==> config.mk <==
export PLATFORM = sky130hd
export DESIGN_NAME = range_frame_parse_and_report_unit
export DESIGN_NICKNAME = d
export VERILOG_FILES = /design/src/rtl/rfpr_pkg.sv /design/src/rtl/rfpr_queue.sv /design/src/rtl/rfpr_front.sv /design/src/rtl/rfpr_back.sv /design/src/rtl/range_frame_parse_and_report_unit.sv
export SDC_FILE = /design/constraint.sdc
export NUM_CORES = 1
export LEC_CHECK = 0
export BUFFER_PORTS_ARGS = -buffer_cell sky130_fd_sc_hd__buf_2
export CAP_MARGIN = 5
export CORE_MARGIN = 5
export CORE_UTILIZATION = 40
export DETAILED_ROUTE_END_ITERATION = 8
export PLACE_DENSITY = 0.71
export SLEW_MARGIN = 20
export SYNTH_ARGS = -nofsm -noshare
export SYNTH_HDL_FRONTEND = slang
export SYNTH_SLANG_ARGS = --single-unit
==> constraint.sdc <==
create_clock -name clk -period 3.9 [get_ports clk]
set_input_delay 0.195 -clock clk [delete_from_list [all_inputs] [get_ports clk]]
set_output_delay 0.195 -clock clk [all_outputs]
set_load 0.005 [all_outputs]
==> src/rtl/rfpr_pkg.sv <==
// rfpr_pkg: shared types, character codes and operation kinds for the
// rangefinder frame parser; no dependencies
`timescale 1ns / 1ps

package rfpr_pkg;

    // default for the top level line length, and the depth of both queues
    localparam int LINE_MAX_DEF = 10;
    localparam int QUEUE_DEPTH  = 2;

    // input command codes
    localparam logic CMD_BYTE   = 1'b0;
    localparam logic CMD_REPORT = 1'b1;

    // ascii codes
    localparam logic [7:0] CH_CR   = 8'h0D;
    localparam logic [7:0] CH_LF   = 8'h0A;
    localparam logic [7:0] CH_R    = 8'h52;
    localparam logic [7:0] CH_ZERO = 8'h30;
    localparam logic [7:0] CH_NINE = 8'h39;
    localparam logic [7:0] CH_SP   = 8'h20;
    localparam logic [7:0] CH_TAB  = 8'h09;
    localparam logic [7:0] CH_VT   = 8'h0B;
    localparam logic [7:0] CH_FF   = 8'h0C;

    // distance values
    localparam int          DIST_W        = 14;
    localparam logic [13:0] NO_TARGET     = 14'd9999;
    localparam logic [13:0] MAX_DIST_RST  = 14'd9998;
    localparam logic [14:0] DIST_NONE     = 15'h7FFF;

    // report status codes
    localparam logic [1:0] ST_VALID     = 2'd0;
    localparam logic [1:0] ST_NO_TARGET = 2'd1;
    localparam logic [1:0] ST_NO_FRAME  = 2'd2;

    // operation kinds handed from front to back
    localparam logic [2:0] KIND_REPORT = 3'd0;
    localparam logic [2:0] KIND_CR     = 3'd1;
    localparam logic [2:0] KIND_SPACE  = 3'd2;
    localparam logic [2:0] KIND_R      = 3'd3;
    localparam logic [2:0] KIND_DIGIT  = 3'd4;
    localparam logic [2:0] KIND_OTHER  = 3'd5;

    typedef struct packed {
        logic [2:0] kind;
        logic [3:0] digit;
    } op_t;

    typedef struct packed {
        logic [31:0]        seq;
        logic signed [14:0] distance;
        logic [1:0]         status;
    } result_t;

endpackage

==> src/rtl/rfpr_queue.sv <==
// rfpr_queue: small first-in first-out word queue with push/full and pop/empty
// depends on nothing; depth must be a power of two, at least 2
`timescale 1ns / 1ps

module rfpr_queue #(
    parameter int WIDTH = 8,
    parameter int DEPTH = 2
) (
    input  logic             clk,
    input  logic             rst_n,
    input  logic             push,
    input  logic [WIDTH-1:0] wdata,
    output logic             full,
    input  logic             pop,
    output logic [WIDTH-1:0] rdata,
    output logic             empty
);

    localparam int AW = $clog2(DEPTH);

    logic [WIDTH-1:0] slot_reg [DEPTH];
    logic [AW-1:0]    wr_ptr_reg, wr_ptr_next;
    logic [AW-1:0]    rd_ptr_reg, rd_ptr_next;
    logic [AW:0]      count_reg, count_next;
    logic             do_push, do_pop;

    assign full    = (count_reg == (AW+1)'(DEPTH));
    assign empty   = (count_reg == '0);
    assign do_push = push && !full;
    assign do_pop  = pop && !empty;
    assign rdata   = slot_reg[rd_ptr_reg];

    always_comb
    begin
        wr_ptr_next = do_push ? wr_ptr_reg + AW'(1) : wr_ptr_reg;
        rd_ptr_next = do_pop ? rd_ptr_reg + AW'(1) : rd_ptr_reg;
        count_next  = count_reg;
        if (do_push && !do_pop)
        begin
            count_next = count_reg + (AW+1)'(1);
        end
        else if (do_pop && !do_push)
        begin
            count_next = count_reg - (AW+1)'(1);
        end
    end

    always_ff @(posedge clk or negedge rst_n)
    begin
        if (!rst_n)
        begin
            wr_ptr_reg <= '0;
            rd_ptr_reg <= '0;
            count_reg  <= '0;
        end
        else
        begin
            wr_ptr_reg <= wr_ptr_next;
            rd_ptr_reg <= rd_ptr_next;
            count_reg  <= count_next;
        end
    end

    always_ff @(posedge clk)
    begin
        if (do_push)
        begin
            slot_reg[wr_ptr_reg] <= wdata;
        end
    end

endmodule

==> src/rtl/rfpr_front.sv <==
// rfpr_front: input side; accepts words, drops line feeds and classifies the rest
// depends on rfpr_pkg
`timescale 1ns / 1ps

module rfpr_front
    import rfpr_pkg::*;
(
    input  logic       push,
    input  logic       command,
    input  logic [7:0] rx_byte,
    output logic       full,
    input  logic       q_full,
    output logic       q_push,
    output op_t        q_op
);

    logic is_lf;

    assign is_lf  = (command == CMD_BYTE) && (rx_byte == CH_LF);
    assign full   = q_full;
    assign q_push = push && !q_full && !is_lf;

    always_comb
    begin
        q_op.digit = rx_byte[3:0];
        if (command == CMD_REPORT)
        begin
            q_op.kind = KIND_REPORT;
        end
        else if (rx_byte == CH_CR)
        begin
            q_op.kind = KIND_CR;
        end
        else if (rx_byte == CH_SP || rx_byte == CH_TAB ||
                 rx_byte == CH_VT || rx_byte == CH_FF)
        begin
            q_op.kind = KIND_SPACE;
        end
        else if (rx_byte == CH_R)
        begin
            q_op.kind = KIND_R;
        end
        else if (rx_byte >= CH_ZERO && rx_byte <= CH_NINE)
        begin
            q_op.kind = KIND_DIGIT;
        end
        else
        begin
            q_op.kind = KIND_OTHER;
        end
    end

endmodule

==> src/rtl/rfpr_back.sv <==
// rfpr_back: execution side; runs the line parser and builds report words
// depends on rfpr_pkg
`timescale 1ns / 1ps

module rfpr_back
    import rfpr_pkg::*;
#(
    parameter int LINE_MAX = LINE_MAX_DEF
) (
    input  logic        clk,
    input  logic        rst_n,
    input  op_t         op,
    input  logic        op_empty,
    output logic        op_pop,
    input  logic [13:0] max_dist,
    input  logic        res_full,
    output logic        res_push,
    output result_t     res
);

    localparam int                LEN_W    = $clog2(LINE_MAX + 1);
    localparam logic [LEN_W-1:0]  LEN_FULL = LEN_W'(LINE_MAX);

    // parser states
    localparam logic [1:0] P_LEAD  = 2'd0;
    localparam logic [1:0] P_NUM   = 2'd1;
    localparam logic [1:0] P_TRAIL = 2'd2;
    localparam logic [1:0] P_BAD   = 2'd3;

    logic [LEN_W-1:0] len_reg, len_next;
    logic [1:0]       pstate_reg, pstate_next;
    logic [2:0]       ndig_reg, ndig_next;
    logic [13:0]      value_reg, value_next;
    logic [13:0]      last_reg, last_next;
    logic             seen_reg, seen_next;
    logic [31:0]      count_reg, count_next;
    logic             is_report;
    logic [13:0]      value_x10;

    assign is_report = (op.kind == KIND_REPORT);
    assign op_pop    = !op_empty && (!is_report || !res_full);
    assign res_push  = op_pop && is_report;
    assign value_x10 = {value_reg[10:0], 3'b000} + {value_reg[12:0], 1'b0} + {10'd0, op.digit};

    // report word from the state before this request
    always_comb
    begin
        res.seq = count_reg + 32'd1;
        if (!seen_reg)
        begin
            res.distance = DIST_NONE;
            res.status   = ST_NO_FRAME;
        end
        else if (last_reg == NO_TARGET)
        begin
            res.distance = {1'b0, NO_TARGET};
            res.status   = ST_NO_TARGET;
        end
        else if (last_reg <= max_dist)
        begin
            res.distance = {1'b0, last_reg};
            res.status   = ST_VALID;
        end
        else
        begin
            res.distance = DIST_NONE;
            res.status   = ST_NO_FRAME;
        end
    end

    always_comb
    begin
        len_next    = len_reg;
        pstate_next = pstate_reg;
        ndig_next   = ndig_reg;
        value_next  = value_reg;
        last_next   = last_reg;
        seen_next   = seen_reg;
        count_next  = count_reg;
        if (op_pop)
        begin
            case (op.kind)
                KIND_REPORT:
                begin
                    count_next = count_reg + 32'd1;
                    seen_next  = 1'b0;
                end
                KIND_CR:
                begin
                    if (len_reg != '0 &&
                        ((pstate_reg == P_NUM && ndig_reg == 3'd4) ||
                         pstate_reg == P_TRAIL))
                    begin
                        last_next = value_reg;
                        seen_next = 1'b1;
                    end
                    len_next    = '0;
                    pstate_next = P_LEAD;
                    ndig_next   = '0;
                    value_next  = '0;
                end
                default:
                begin
                    if (len_reg == LEN_FULL)
                    begin
                        // line overflow: drop the line and this byte
                        len_next    = '0;
                        pstate_next = P_LEAD;
                        ndig_next   = '0;
                        value_next  = '0;
                    end
                    else
                    begin
                        len_next = len_reg + LEN_W'(1);
                        case (pstate_reg)
                            P_LEAD:
                            begin
                                if (op.kind == KIND_R)
                                begin
                                    pstate_next = P_NUM;
                                    ndig_next   = '0;
                                    value_next  = '0;
                                end
                                else if (op.kind != KIND_SPACE)
                                begin
                                    pstate_next = P_BAD;
                                end
                            end
                            P_NUM:
                            begin
                                if (op.kind == KIND_DIGIT && ndig_reg != 3'd4)
                                begin
                                    ndig_next  = ndig_reg + 3'd1;
                                    value_next = value_x10;
                                end
                                else if (op.kind == KIND_SPACE && ndig_reg == 3'd4)
                                begin
                                    pstate_next = P_TRAIL;
                                end
                                else
                                begin
                                    pstate_next = P_BAD;
                                end
                            end
                            P_TRAIL:
                            begin
                                if (op.kind != KIND_SPACE)
                                begin
                                    pstate_next = P_BAD;
                                end
                            end
                            default:
                            begin
                                pstate_next = P_BAD;
                            end
                        endcase
                    end
                end
            endcase
        end
    end

    always_ff @(posedge clk or negedge rst_n)
    begin
        if (!rst_n)
        begin
            len_reg    <= '0;
            pstate_reg <= P_LEAD;
            ndig_reg   <= '0;
            seen_reg   <= 1'b0;
            count_reg  <= '0;
        end
        else
        begin
            len_reg    <= len_next;
            pstate_reg <= pstate_next;
            ndig_reg   <= ndig_next;
            seen_reg   <= seen_next;
            count_reg  <= count_next;
        end
    end

    always_ff @(posedge clk)
    begin
        value_reg <= value_next;
        last_reg  <= last_next;
    end

endmodule

==> src/rtl/range_frame_parse_and_report_unit.sv <==
// range_frame_parse_and_report_unit: top level of the rangefinder frame parser
// depends on rfpr_pkg, rfpr_front, rfpr_queue, rfpr_back
`timescale 1ns / 1ps

// takes one word per clock while full is low: a sensor byte (command 0) or a
// report request (command 1). bytes are parsed as they arrive, so the line
// never has to be rescanned; a carriage return closes the line. a report word
// enters the result queue when the parser pops its request, and shows on the
// result ports once it is at the queue head. the input stalls (full) only once the
// two-word operation queue has filled behind a report request that could not
// enter a full result queue; line feeds are dropped at the input and never
// reach the parser. max_valid_distance is written through cfg_wr_en /
// cfg_wr_data and resets to 9998; write it only while no words are in flight.

module range_frame_parse_and_report_unit
    import rfpr_pkg::*;
#(
    parameter int LINE_MAX = LINE_MAX_DEF
) (
    input  logic               clk,
    input  logic               rst_n,
    // input word queue side
    input  logic               push,
    output logic               full,
    input  logic               command,
    input  logic [7:0]         rx_byte,
    // result word queue side
    output logic               empty,
    input  logic               pop,
    output logic [31:0]        sequence_res,
    output logic signed [14:0] distance,
    output logic [1:0]         status,
    // configuration
    input  logic               cfg_wr_en,
    input  logic [13:0]        cfg_wr_data
);

    logic [13:0] max_dist_reg;

    // front to operation queue
    logic    opq_push, opq_full, opq_pop, opq_empty;
    op_t     opq_wdata, opq_rdata;

    // back to result queue
    logic    resq_push, resq_full;
    result_t resq_wdata, resq_rdata;

    // max valid distance register
    always_ff @(posedge clk or negedge rst_n)
    begin
        if (!rst_n)
        begin
            max_dist_reg <= MAX_DIST_RST;
        end
        else if (cfg_wr_en)
        begin
            max_dist_reg <= cfg_wr_data;
        end
    end

    // classify input words
    rfpr_front u_front (
        .push    (push),
        .command (command),
        .rx_byte (rx_byte),
        .full    (full),
        .q_full  (opq_full),
        .q_push  (opq_push),
        .q_op    (opq_wdata)
    );

    // decouples the input from the parser
    rfpr_queue #(
        .WIDTH ($bits(op_t)),
        .DEPTH (QUEUE_DEPTH)
    ) u_op_queue (
        .clk   (clk),
        .rst_n (rst_n),
        .push  (opq_push),
        .wdata (opq_wdata),
        .full  (opq_full),
        .pop   (opq_pop),
        .rdata (opq_rdata),
        .empty (opq_empty)
    );

    // line parser and report builder
    rfpr_back #(
        .LINE_MAX (LINE_MAX)
    ) u_back (
        .clk      (clk),
        .rst_n    (rst_n),
        .op       (opq_rdata),
        .op_empty (opq_empty),
        .op_pop   (opq_pop),
        .max_dist (max_dist_reg),
        .res_full (resq_full),
        .res_push (resq_push),
        .res      (resq_wdata)
    );

    // result words wait here until popped
    rfpr_queue #(
        .WIDTH ($bits(result_t)),
        .DEPTH (QUEUE_DEPTH)
    ) u_res_queue (
        .clk   (clk),
        .rst_n (rst_n),
        .push  (resq_push),
        .wdata (resq_wdata),
        .full  (resq_full),
        .pop   (pop),
        .rdata (resq_rdata),
        .empty (empty)
    );

    assign sequence_res = resq_rdata.seq;
    assign distance     = resq_rdata.distance;
    assign status       = resq_rdata.status;

endmodule
## After elaboration in Yosys (flattened, before gate mapping)

Memory sizes are Yosys's and may differ from the RTL's.
Cells that the tools add are included.
W data, S select, Z words.

| storage, ports and cells | value |
|---|---|
| register bits | 92 |
| bits in writable memories | 112 |
| output and inout bits | 51 |
| memories kept | 2 |

| operators by class | value |
|---|---|
| add/sub/neg operators | 13 |
| $lt $le $gt $ge | 3 |
| eq/ne operators | 24 |
| multiplexer cells | 37 |
| bitwise operators | 2 |
| reductions and logical operators | 48 |

Memories:

| memory | depth | bits a word | rd ports | clocked after memory_dff | write ports | RTL line | text |
|---|---|---|---|---|---|---|---|
| u_res_queue.slot_reg | 2 | 49 | 1 | 0 | 1 | rfpr_queue.sv:21 | `logic [WIDTH-1:0] slot_reg [DEPTH];` |
| u_op_queue.slot_reg | 2 | 7 | 1 | 0 | 1 | rfpr_queue.sv:21 |  |

Operator list:

| operator | number |
|---|---|
| $pmux W14 S2 | 2 |
| $mux W17 | 3 |
| $mux W14 | 3 |
| $eq A8 B4 Y1 const B | 5 |
| $add A32 B1 Y32 const B | 1 |
| $mux W3 | 7 |
| $logic_and A1 B1 Y1 | 18 |
| $mux W2 | 8 |
| $add A14 B14 Y14 | 1 |
| $add A14 B4 Y14 | 1 |
| $eq A14 B14 Y1 const B | 1 |
| $le A14 B14 Y1 | 1 |
| $pmux W3 S2 | 2 |
| $logic_not A1 Y1 | 10 |
| $reduce_and A3 Y1 | 3 |
| $eq A8 B6 Y1 const B | 1 |
| $eq A8 B7 Y1 const B | 1 |
| $ge A8 B6 Y1 const B | 1 |
| $le A8 B6 Y1 const B | 1 |
| $ne A4 B4 Y1 const B | 2 |
| $pmux W4 S2 | 1 |
| $reduce_bool A4 Y1 | 2 |
| $mux W1 | 7 |
| $eq A2 B2 Y1 const B | 3 |
| other kinds (25) | 42 |

## Logic depth before layout (Yosys ltp)

Gate-level depths: netlist (run 1).
An unclocked memory read counts as a cell.

| depth | value |
|---|---|
| word-level depth | 11 |
| mapped depth | 11 |
| gate-level depth less buffers | 10 |

## Cells and area by module

A second synthesis (run 1) with hierarchy kept.

| second synthesis, totals | value |
|---|---|
| cell total of the unflattened synthesis | 753 |
| area, all modules | 10,117.2 µm² |

By module, submodules not included:

| module | times used | cells each | area an instance (µm²) | seq. area each (µm²) |
|---|---|---|---|---|
| rfpr_back | 1 | 481 | 4,685.7 | 1,891.8 |
| rfpr_queue (u_res_queue) | 1 | 172 | 3,986.3 | 3,042.9 |
| rfpr_queue (u_op_queue) | 1 | 41 | 703.2 | 520.5 |
| range_frame_parse_and_report_unit | 1 | 29 | 528.0 | 359.1 |
| rfpr_front | 1 | 30 | 214.0 | 0.0 |

## Least setup slack after synthesis (run 1)

No wires, ideal clock.

| timing path | value |
|---|---|
| path kind | register -> register |
| start | memory u_op_queue.slot_reg[1][4] (netlist name) |
| end | memory u_res_queue.slot_reg[0][0] (netlist name), enable pin |
| library setup time | 454 ps |
| data arrival time | 3,672 ps |
| setup slack | -225 ps |
| stages on the path, launching flop included | 7 |
| path buffers | 2 |
| clock period less this slack | 4,125 ps |
| cells stage by stage | edfxtp_1 or4b_1 and2_1 or2_1 buf_6 buf_2 nor2_1 |

| on the way | value |
|---|---|
| cells in the longest elaborated chain, start to end | 9 |

Ends and longest elaborated chain:

| item | RTL line | text |
|---|---|---|
| from (decl) | rfpr_queue.sv:21 |  |
| $mem_v2 Z2 W7 (*) | n/a |  |
| $logic_not A3 Y1 (*) | rfpr_back.sv:40 | `assign is_report = (op.kind == KIND_REPORT);` |
| $logic_not A1 Y1 | rfpr_back.sv:41 | `assign op_pop = !op_empty && (!is_report \|\| !res_full);` |
| $logic_or A1 B1 Y1 | rfpr_back.sv:41 |  |
| $logic_and A1 B1 Y1 | rfpr_back.sv:41 |  |
| $logic_and A1 B1 Y1 (*) | rfpr_back.sv:42 | `assign res_push = op_pop && is_report;` |
| $logic_and A1 B1 Y1 (*) | rfpr_queue.sv:29 | `assign do_push = push && !full;` |
| $mux W1 (*) | rfpr_queue.sv:66 | `if (do_push)` |
| $mux W1 (not written as such) (*) | rfpr_queue.sv:68 | `slot_reg[wr_ptr_reg] <= wdata;` |
| to (decl) | rfpr_queue.sv:21 |  |

Every way passes the cells marked *; elsewhere a longest branch is shown, timed or not.

## Final worst setup path (run 1)

| timing path | value |
|---|---|
| start | register u_op_queue.rd_ptr_reg |
| end | register u_back.value_reg[13], data pin |

| on the way | value |
|---|---|
| cells in the longest elaborated chain, start to end | 6 |

Ends and longest elaborated chain:

| item | RTL line | text |
|---|---|---|
| from (decl) | rfpr_queue.sv:23 | `logic [AW-1:0] rd_ptr_reg, rd_ptr_next;` |
| from (signal assigned) | rfpr_queue.sv:59 | `rd_ptr_reg <= rd_ptr_next;` |
| $mem_v2 Z2 W7 (*) | n/a |  |
| $add A14 B4 Y14 | rfpr_back.sv:43 | `assign value_x10 = {value_reg[10:0], 3'b000} + {value_reg[12:0], 1'b0} + {10'd0, op.digit};` |
| $mux W14 | rfpr_back.sv:131 | `if (op.kind == KIND_DIGIT && ndig_reg != 3'd4)` |
| $pmux W14 S2 | rfpr_back.sv:115 | `case (pstate_reg)` |
| $mux W14 | rfpr_back.sv:104 | `if (len_reg == LEN_FULL)` |
| $pmux W14 S2 (*) | rfpr_back.sv:82 | `case (op.kind)` |
| to (signal assigned) | rfpr_back.sv:185 | `value_reg <= value_next;` |
| to (decl) | rfpr_back.sv:33 | `logic [13:0] value_reg, value_next;` |

Every way passes the cells marked *; elsewhere a longest branch is shown, timed or not. The select of a mux whose other input is x is not followed.
A chain may end at the register's enable or synchronous reset.

==> flow_summary.json, run 1 <==
{
  "synth_ff_type": "edfxtp_1",
  "cellLeakagePower_nw": 4.59,
  "drc": 0,
  "synth_nets": 843,
  "synth_top_area_cell": "edfxtp_1",
  "post-route-period-util_pct": 78.8,
  "synth_cells": 768,
  "cts_setup_buffers": 0,
  "drv_cap": 0,
  "cp.required_ns": 4.13,
  "insertion_delay_ns": 0.50,
  "outcome": "finished, final reports clean",
  "clockRootBuffer": "clkbuf_16",
  "wl_um": 18600,
  "power.density_mw_per_mm2": 699,
  "cts_tree": "done",
  "wl_per_cell_um": 15.3,
  "worst_slew_pin_slew_ns": 1.06,
  "drtIter0Drc": 330,
  "clockBufferDepth": 3,
  "die_w_um": 167,
  "synth_top_area_share_pct": 42.1,
  "grt_usage_pct": 13.3,
  "finalCriticalPeriod_ns": 3.07,
  "io_buffers": 78,
  "ys_ff_latch": 202,
  "hold_viol_final": 0,
  "finalSetupTns_ns": 0,
  "num_vias": 6084,
  "setup_viol_count_final": 0,
  "viasPerCell": 5.00,
  "area_growth_syn_to_layout_pct": 17.8,
  "synth_area_mm2": 0.00984,
  "cp_max_fo": 18,
  "die_h_um": 167,
  "io_pins": 79,
  "start_util_pct": 40.6,
  "grt_pass1_vias": 6128,
  "slew_headroom_pct": 29.2,
  "rows": 57,
  "drive_above_1_share_pct": 23.1,
  "place_congestion": 0.844,
  "cts.htree.levels": 1,
  "nets": 951,
  "fmax_ghz": 0.325,
  "cts_sinks": 202,
  "ys_seq_area_share_pct": 58.5,
  "path_clk_slew_ns": 0.06,
  "cp.arrival_ns": 3.31,
  "dr.pass1.iters": 4,
  "synthTopCellsByCount": "edfxtp_1, dfrtp_1, mux2_2",
  "antenna_found_initial": 0,
  "core_area_mm2": 0.0242,
  "yosys-top-cells-area": "edfxtp_1, dfrtp_1, mux2_2, ha_1, xor2_1",
  "hpwl_um": 12600,
  "floorplan.die_area_mm2": 0.0278,
  "synth.most_common_cell": "edfxtp_1",
  "grt_max_degree": 40,
  "synth_edf_count": 138,
  "vdd_drop_max_v": 0.000342,
  "hold_path_class": "in2reg",
  "yosysWarnings": 0,
  "rsz0062_at_grt": "false",
  "p_total_w": 0.00809,
  "finalHoldWorstSlack_ns": 0.0455,
  "startpoint_type": "flip-flop",
  "skew_ns": 0.0149,
  "grt-ovfl-total": 0,
  "num-fill-cells": 2118,
  "ys_types": 66,
  "crit_type": "reg2reg",
  "largest_reg_flops": 96,
  "grt_pass1_wl_um": 31200,
  "cts_made_buffers": 22,
  "maxSlewViolCount": 0,
  "synth_area_per_cell_um2": 12.8,
  "antenna_cells": 0,
  "ys_async_sr_fraction_pct": 31.7,
  "antenna_left": 0,
  "end_kind": "flip-flop"
}
## final timing paths
kind / slack [ns] / to / from / cells after the start
max: 0.83 / u_back.value_reg[13]$_SDFFCE_PP0P_ / u_op_queue.rd_ptr_reg$_DFFE_PN0P_ / 9
min: 0.05 / u_res_queue.rd_ptr_reg$_DFFE_PN0P_ / pop / 3
min reg2reg: 0.44 / u_back.last_reg[13]$_DFFE_PP_ / u_back.value_reg[13]$_SDFFCE_PP0P_ / 0
max reg2reg: 0.83 / u_back.value_reg[13]$_SDFFCE_PP0P_ / u_op_queue.rd_ptr_reg$_DFFE_PN0P_ / 9
max in group asynchronous: 2.62 / u_back.count_reg[2]$_DFFE_PN0N_ / rst_n / 4
min in group asynchronous: 0.20 / u_op_queue.count_reg[0]$_DFFE_PN0P_ / rst_n / 2
## cells in the final DEF, fill, tap and decap left out, types with 8 or more instances in the layout
master	netlist	routed
nand3_1	21	21
clkbuf_16	0	23
nor3_2	11	12
dfrtp_1	57	56
buf_2	3	78
nand4bb_1	8	8
a21o_1	10	10
mux2_2	52	52
nand2_1	49	49
nor3_1	15	14
nor2_1	44	43
o21ai_0	28	28
xnor2_1	34	34
edfxtp_1	138	138
a21oi_1	12	12
ha_1	45	45
nand4_1	15	15
xor2_1	43	43
dlygate4sd3_1	0	19
and3_1	8	8
inv_1	43	43
## kinds of logic after synthesis
logic type / Yosys count / share of synthesized area (%)
and+or+nand+nor: 224 / 12.8
DFF: 202 / 58.5
AOI/OAI and AO/OA: 94 / 6.35
xor gates and xnor gates: 77 / 6.85
buffers and inverters: 66 / 2.84
muxes: 58 / 6.56
adders and majority gates: 47 / 6.13
## metal layers
metal  global-route usage [%]  part of all wire (%)  vias to the layer above  routed length (µm)
met2                     22.2                    47                      111                8820
met3                     2.20                   3.9                       29                 727
li1                         -                     -                     3017                   -
met1                     18.1                    47                     2927                8650
met4                     3.70                   2.1                        0                 397
met5                        0                     0                        -                   0
## critical path, stage by stage (launching register included)
cell and delay, ns:
dfrtp_1 0.69, mux2i_1 0.19, fa_1 0.57, inv_1 0.06
ha_1 0.31, a211oi_1 0.36, o21a_1 0.24, nor3_1 0.07
a31oi_1 0.23, mux2i_1 0.10
## power breakdown
part           total [W]  leakage [nW]  switching, W  internal, W
Combinational    0.00274          2.21       0.00147      0.00127
Sequential       0.00319          2.01      0.000367      0.00282
Clock            0.00217         0.371      0.000806      0.00136
Total            0.00809          4.59       0.00264      0.00546
## through the flow
step	std cells	setup slack (ns)	utilization (%)	cell area, µm²
2_1_floorplan	768	0.582	-	9840
3_3_place_gp	1157	0.944	43.8	10600
3_5_place_dp	1157	0.856	43.8	10600
4_1_cts	1216	0.799	47.8	11600
5_1_grt	1216	0.555	47.8	11600
6_report	1216	0.827	47.8	11600
## repair_timing
action                    in CTS  in global routing
hold endpoints to repair      32                  0
hold buffers                  19                  0
resized for setup              0                  0
## area by class of cell
type | count | area [µm²] | share of cell area, %
well taps | 324 | 405 | 3.50
clock buffers | 30 | 612 | 5.28
inverters | 44 | 166 | 1.44
repair buffers | 106 | 673 | 5.81
flip-flops and latches | 202 | 5760 | 49.7
clock inverters | 10 | 154 | 1.33
multi-input cells | 500 | 3820 | 33.0
No activity file was read; power rests on OpenSTA's default activity.
==> inputs of run 2 (changes only) <==
ABC_AREA = 1   (was unset)
PLACE_DENSITY = 0.69   (was 0.71)
clock period = 3 ns   (was 3.9 ns; I/O delays follow)
==> flow_summary.json, run 2 <==
{
  "outcome": "finished, final reports clean",
  "cellLeakagePower_nw": 5.35,
  "floorplan.die_area_mm2": 0.0287,
  "synth_top_area_cell": "edfxtp_1",
  "cts.htree.levels": 1,
  "maxSlewViolCount": 0,
  "path_clk_slew_ns": 0.06,
  "place_congestion": 0.938,
  "rows": 58,
  "area_growth_syn_to_layout_pct": 17.6,
  "end_kind": "flip-flop",
  "synthTopCellsByCount": "nand2_1, edfxtp_1, inv_1",
  "ys_seq_area_share_pct": 56.6,
  "die_h_um": 169,
  "vdd_drop_max_v": 0.000475,
  "layoutNonFillerInstCount": 1560,
  "antenna_cells": 0,
  "largest_reg_flops": 96,
  "antenna_found_initial": 0,
  "synth.most_common_cell": "nand2_1",
  "cts_tree": "done",
  "ys_async_sr_fraction_pct": 31.7,
  "hold_viol_final": 0,
  "viasPerCell": 4.71,
  "crit_top_cell": "nand2_1",
  "grt_usage_pct": 14.7,
  "power.density_mw_per_mm2": 914,
  "rsz0062_at_grt": "false",
  "cp.arrival_ns": 2.87,
  "hpwl_um": 15000,
  "insertion_delay_ns": 0.50,
  "wl_per_cell_um": 13.3,
  "core_area_mm2": 0.0251,
  "nets": 1288,
  "drive_above_1_share_pct": 13.5,
  "synth_edf_count": 138,
  "cp.required_ns": 3.35,
  "layout_common_cells": "nand2_1, edfxtp_1, inv_1",
  "setup_viol_count_final": 0,
  "yosysWarnings": 0,
  "cp_slowest_cell": "dfrtp_1",
  "antenna_left": 0,
  "grt-ovfl-total": 0,
  "synth_ff_type": "edfxtp_1",
  "grt_pass1_wl_um": 35200,
  "finalCriticalPeriod_ns": 2.52,
  "startpoint_type": "flip-flop",
  "yosys-top-cells-area": "edfxtp_1, nand2_1, dfrtp_1, ha_1, inv_1",
  "critPathMaxStageDelay_ns": 0.55,
  "die_w_um": 169,
  "io_buffers": 78,
  "cp_max_fo": 10,
  "path_cells": "mux2i_1, fa_1, fa_1, inv_1, nand3_1, nand2_1, nand2_1, nand2_1, o21ai_0, a21oi_1",
  "cts_made_buffers": 23,
  "wl_um": 20800,
  "multi_input_area_mm2": 0.00387,
  "layout_commonest_cell": "nand2_1",
  "grt_pass1_vias": 7244,
  "num_vias": 7344,
  "clockBufferDepth": 3,
  "crit_type": "reg2reg",
  "slew_headroom_pct": 56.4,
  "drc": 0,
  "clockRootBuffer": "clkbuf_16",
  "drv_cap": 0,
  "skew_ns": 0.00811,
  "cts_sinks": 202,
  "grt_max_degree": 49,
  "dp.cells": 1498,
  "regArea_mm2": 0.00575,
  "hold_path_class": "in2reg",
  "cts_setup_buffers": 0,
  "start_util_pct": 40.5,
  "synth_area_mm2": 0.0102,
  "synth_area_per_cell_um2": 9.21,
  "fmax_ghz": 0.397,
  "post_cts_resized": 0,
  "ys_ff_latch": 202,
  "synth_cells": 1103,
  "finalSetupTns_ns": 0,
  "drtIter0Drc": 456,
  "fin_util_pct": 47.6,
  "num-fill-cells": 2345,
  "dr.pass1.iters": 5,
  "ys_types": 44,
  "worst_slew_pin_slew_ns": 0.654,
  "synth_top_area_share_pct": 40.8,
  "synth_nets": 1178,
  "post-route-period-util_pct": 83.9,
  "io_pins": 79
}
run 2: cell count changes in the layout (fill, tap and decap cells not counted), moves of 7 or more:
cell,previous run,this run
nand4bb_1,8,0
a21oi_1,12,23
nand3_1,21,42
inv_1,43,106
mux2_2,52,1
xnor2_1,34,5
a21o_1,10,1
o211ai_1,7,0
nor3_2,12,1
nand2_1,49,415
xor2_1,43,30
and3_1,8,0
o21ai_0,28,37
nor2_1,43,98
run 2: layout make-up:
| cell class | count | share of cell area, % |
|---|---|---|
| Clock buffer | 24 | 5.03 |
| Tap cell | 330 | 3.46 |
| Sequential cell | 202 | 48.2 |
| Timing Repair Buffer | 107 | 5.72 |
| Inverter | 111 | 3.55 |
| Clock inverter | 18 | 1.71 |
| Multi-Input combinational cell | 768 | 32.4 |
run 2: logic make-up after synthesis:
| group | after synthesis | synth area share, % |
|---|---|---|
| mux | 2 | 0.209 |
| flops | 202 | 56.6 |
| buf+inv | 133 | 5.42 |
| xor+xnor | 35 | 3.02 |
| fa+ha+maj | 47 | 5.94 |
| simple gates | 614 | 25.2 |
| compound gates | 70 | 3.57 |
run 2: worst paths after layout:
kind,to,startpoint,cells after the start,slack (ns)
setup / recovery,u_back.value_reg[8]$_SDFFCE_PP0P_,u_op_queue.rd_ptr_reg$_DFFE_PN0P_,10,0.48
hold / removal,max_dist_reg[3]$_DFFE_PN1P_,cfg_wr_en,3,0.04
setup reg to reg,u_back.value_reg[8]$_SDFFCE_PP0P_,u_op_queue.rd_ptr_reg$_DFFE_PN0P_,10,0.48
hold reg to reg,u_back.last_reg[13]$_DFFE_PP_,u_back.value_reg[13]$_SDFFCE_PP0P_,0,0.43
max in group asynchronous,u_op_queue.wr_ptr_reg$_DFFE_PN0P_,rst_n,3,2.04
min in group asynchronous,max_dist_reg[0]$_DFFE_PN0P_,rst_n,2,0.18
run 2: where the power goes:
group | switching (W) | internal, W
clock | 0.00114 | 0.00174
sequential | 0.000312 | 0.00364
combinational | 0.00265 | 0.00144
total | 0.00410 | 0.00682
run 2: per-stage QoR:
step,hold WS (ns),total power (W),worst slack (ns),area (µm²)
global route,0.0682,0.0118,0.241,12000
floorplan,-0.146,0.00686,0.178,10200
global placement,0.187,0.00804,0.501,10900
finish,0.0432,0.0109,0.484,12000
detailed placement,0.192,0.00812,0.497,10900
CTS,0.0256,0.0110,0.483,12000
run 2: metal layers:
| layer | vias up | part of all wire [%] | track usage [%] |
|---|---|---|---|
| met5 | - | 0 | 0 |
| met4 | 0 | 2.1 | 3.99 |
| met3 | 31 | 4.7 | 2.12 |
| met2 | 141 | 47 | 25.2 |
| met1 | 3371 | 46 | 19.7 |
| li1 | 3801 | - | - |
run 2: what timing repair did:
item                                   CTS  global route
hold buffers                            20             0
endpoints found under the hold margin   44             0
setup endpoints to repair                0             0
run 2: critical path: cells and delay by family, from the launching register on:
family | cells | cell delay (ns)
adder cells (fa/ha/maj) | 2 | 0.91
AO/OA/AOI/OAI | 2 | 0.21
buffers and inverters | 1 | 0.11
flip-flops | 1 | 0.55
AND/OR/NAND/NOR | 4 | 0.34
multiplexers | 1 | 0.26
==> inputs of run 3 (changes only) <==
clock period = 2.5 ns   (was 3 ns; I/O delays follow)
==> flow_summary.json, run 3 (synthesis results as in run 2) <==
{
  "wl_um": 21000,
  "core_area_mm2": 0.0251,
  "skew_ns": 0.0160,
  "grt_max_degree": 50,
  "cellLeakagePower_nw": 5.38,
  "grt_pass1_wl_um": 35400,
  "io_buffers": 78,
  "hold_viol_final": 0,
  "crit_top_cell": "nand2_1",
  "layoutNonFillerInstCount": 1561,
  "vdd_drop_max_v": 0.000493,
  "fin_util_pct": 47.9,
  "hold_path_class": "in2reg",
  "path_cells": "mux2i_2, fa_1, inv_1, ha_1, a21oi_2, nand2_1, nand2_1, nand3_1, o21ai_0, a21oi_1",
  "layout_common_cells": "nand2_1, edfxtp_1, inv_1",
  "clockBufferDepth": 3,
  "finalCriticalPeriod_ns": 2.40,
  "clockRootBuffer": "clkbuf_16",
  "largest_reg_flops": 96,
  "start_util_pct": 40.5,
  "viasPerCell": 4.75,
  "grt_pass1_vias": 7283,
  "drive_above_1_share_pct": 13.6,
  "drc": 0,
  "insertion_delay_ns": 0.49,
  "antenna_cells": 0,
  "drtIter0Drc": 530,
  "io_pins": 79,
  "grt_usage_pct": 14.7,
  "nets": 1290,
  "grt-ovfl-total": 0,
  "cts_made_buffers": 22,
  "power.density_mw_per_mm2": 1120,
  "post-route-period-util_pct": 96.1,
  "worst_slew_pin_slew_ns": 0.719,
  "outcome": "finished, final reports clean",
  "die_w_um": 169,
  "layout_commonest_cell": "nand2_1",
  "num_vias": 7415,
  "slew_headroom_pct": 51.9,
  "floorplan.die_area_mm2": 0.0287,
  "antenna_left": 0,
  "dr.pass1.iters": 5,
  "fmax_ghz": 0.416,
  "maxSlewViolCount": 0,
  "crit_type": "reg2reg",
  "cts_tree": "done",
  "drv_cap": 0,
  "cp_max_fo": 6,
  "cp.arrival_ns": 2.63,
  "setup_viol_count_final": 0,
  "cts_sinks": 202,
  "dp.cells": 1500,
  "p_total_w": 0.0134,
  "cp_slowest_cell": "fa_1",
  "rows": 58,
  "wl_per_cell_um": 13.5,
  "finalSetupTns_ns": 0,
  "cp.required_ns": 2.73,
  "critPathMaxStageDelay_ns": 0.57,
  "area_growth_syn_to_layout_pct": 18.3,
  "startpoint_type": "flip-flop",
  "path_clk_slew_ns": 0.06,
  "antenna_found_initial": 0,
  "hpwl_um": 15100,
  "end_kind": "flip-flop",
  "die_h_um": 169,
  "cts.htree.levels": 1,
  "place_congestion": 0.928,
  "crit_family": "adder cells",
  "critPathBufInv": 1
}
## run 3: cell count changes in the layout (fill, tap and decap cells not counted), moves of 2 or more
| cell | before | now |
|---|---|---|
| bufinv_16 | 3 | 7 |
| clkbuf_1 | 0 | 4 |
| clkinv_4 | 4 | 1 |
| buf_4 | 7 | 9 |
| clkinv_1 | 2 | 4 |
| clkinv_2 | 4 | 2 |
| clkinvlp_4 | 2 | 0 |
| inv_6 | 2 | 0 |
## run 3: metrics by stage
stage / hold slack (ns) / instance area, µm² / worst slack [ns]
3_5_place_dp: 0.135 / 11000 / 0.0398
3_3_place_gp: 0.123 / 11000 / 0.0979
2_1_floorplan: -0.171 / 10200 / 0.201
6_report: 0.0347 / 12000 / 0.0963
5_1_grt: 0.0440 / 12000 / -0.0000981
4_1_cts: 0.0239 / 12000 / 0.0271
## run 3: timing repair
action                                  4_1_cts  5_1_grt
resized for setup                             0        8
endpoints found under the setup margin        0        5
endpoints found under the hold margin        46        0
buffers inserted                              0        1
hold buffers                                 20        0
## run 3: layout make-up
| type | instances | area (µm²) |
|---|---|---|
| clock buffer | 27 | 591 |
| clock inverter | 13 | 235 |
| fill | 2304 | 13100 |
| inverter | 111 | 424 |
| multi-input combinational | 768 | 3890 |
| sequential | 202 | 5760 |
| tap | 330 | 413 |
| timing repair buffer | 110 | 718 |
## run 3: metal layers
metal | vias up | part of all wire (%) | wire [µm] | track usage [%]
met4 | 0 | 1.2 | 257 | 2.91
li1 | 3806 | - | - | -
met3 | 25 | 4.2 | 874 | 1.96
met2 | 125 | 49 | 10400 | 26.1
met1 | 3459 | 45 | 9550 | 19.5
met5 | - | 0 | 0 | 0
## run 3: worst paths after layout
path                                               startpoint                                  to  slack (ns)  cells after the start
max                         u_op_queue.rd_ptr_reg$_DFFE_PN0P_   u_back.value_reg[9]$_SDFFCE_PP0P_         0.1                     10
min in group asynchronous                               rst_n   u_op_queue.wr_ptr_reg$_DFFE_PN0P_        0.14                      2
min                                                       pop  u_res_queue.rd_ptr_reg$_DFFE_PN0P_        0.03                      3
max reg2reg                 u_op_queue.rd_ptr_reg$_DFFE_PN0P_   u_back.value_reg[9]$_SDFFCE_PP0P_         0.1                     10
min reg2reg                u_back.value_reg[13]$_SDFFCE_PP0P_       u_back.last_reg[13]$_DFFE_PP_        0.43                      0
max in group asynchronous                               rst_n    u_back.count_reg[26]$_DFFE_PN0N_        1.71                      3
## run 3: tightest hold or removal path, cell delays in order
cell     delay [ns]
buf_2          0.12
o21ai_0        0.14
xor2_1         0.08
## run 3: power by group
part	internal (W)	total [W]	switching (W)
clock	0.00239	0.00363	0.00123
combinational	0.00181	0.00508	0.00327
sequential	0.00437	0.00474	0.000366
total	0.00857	0.0134	0.00487
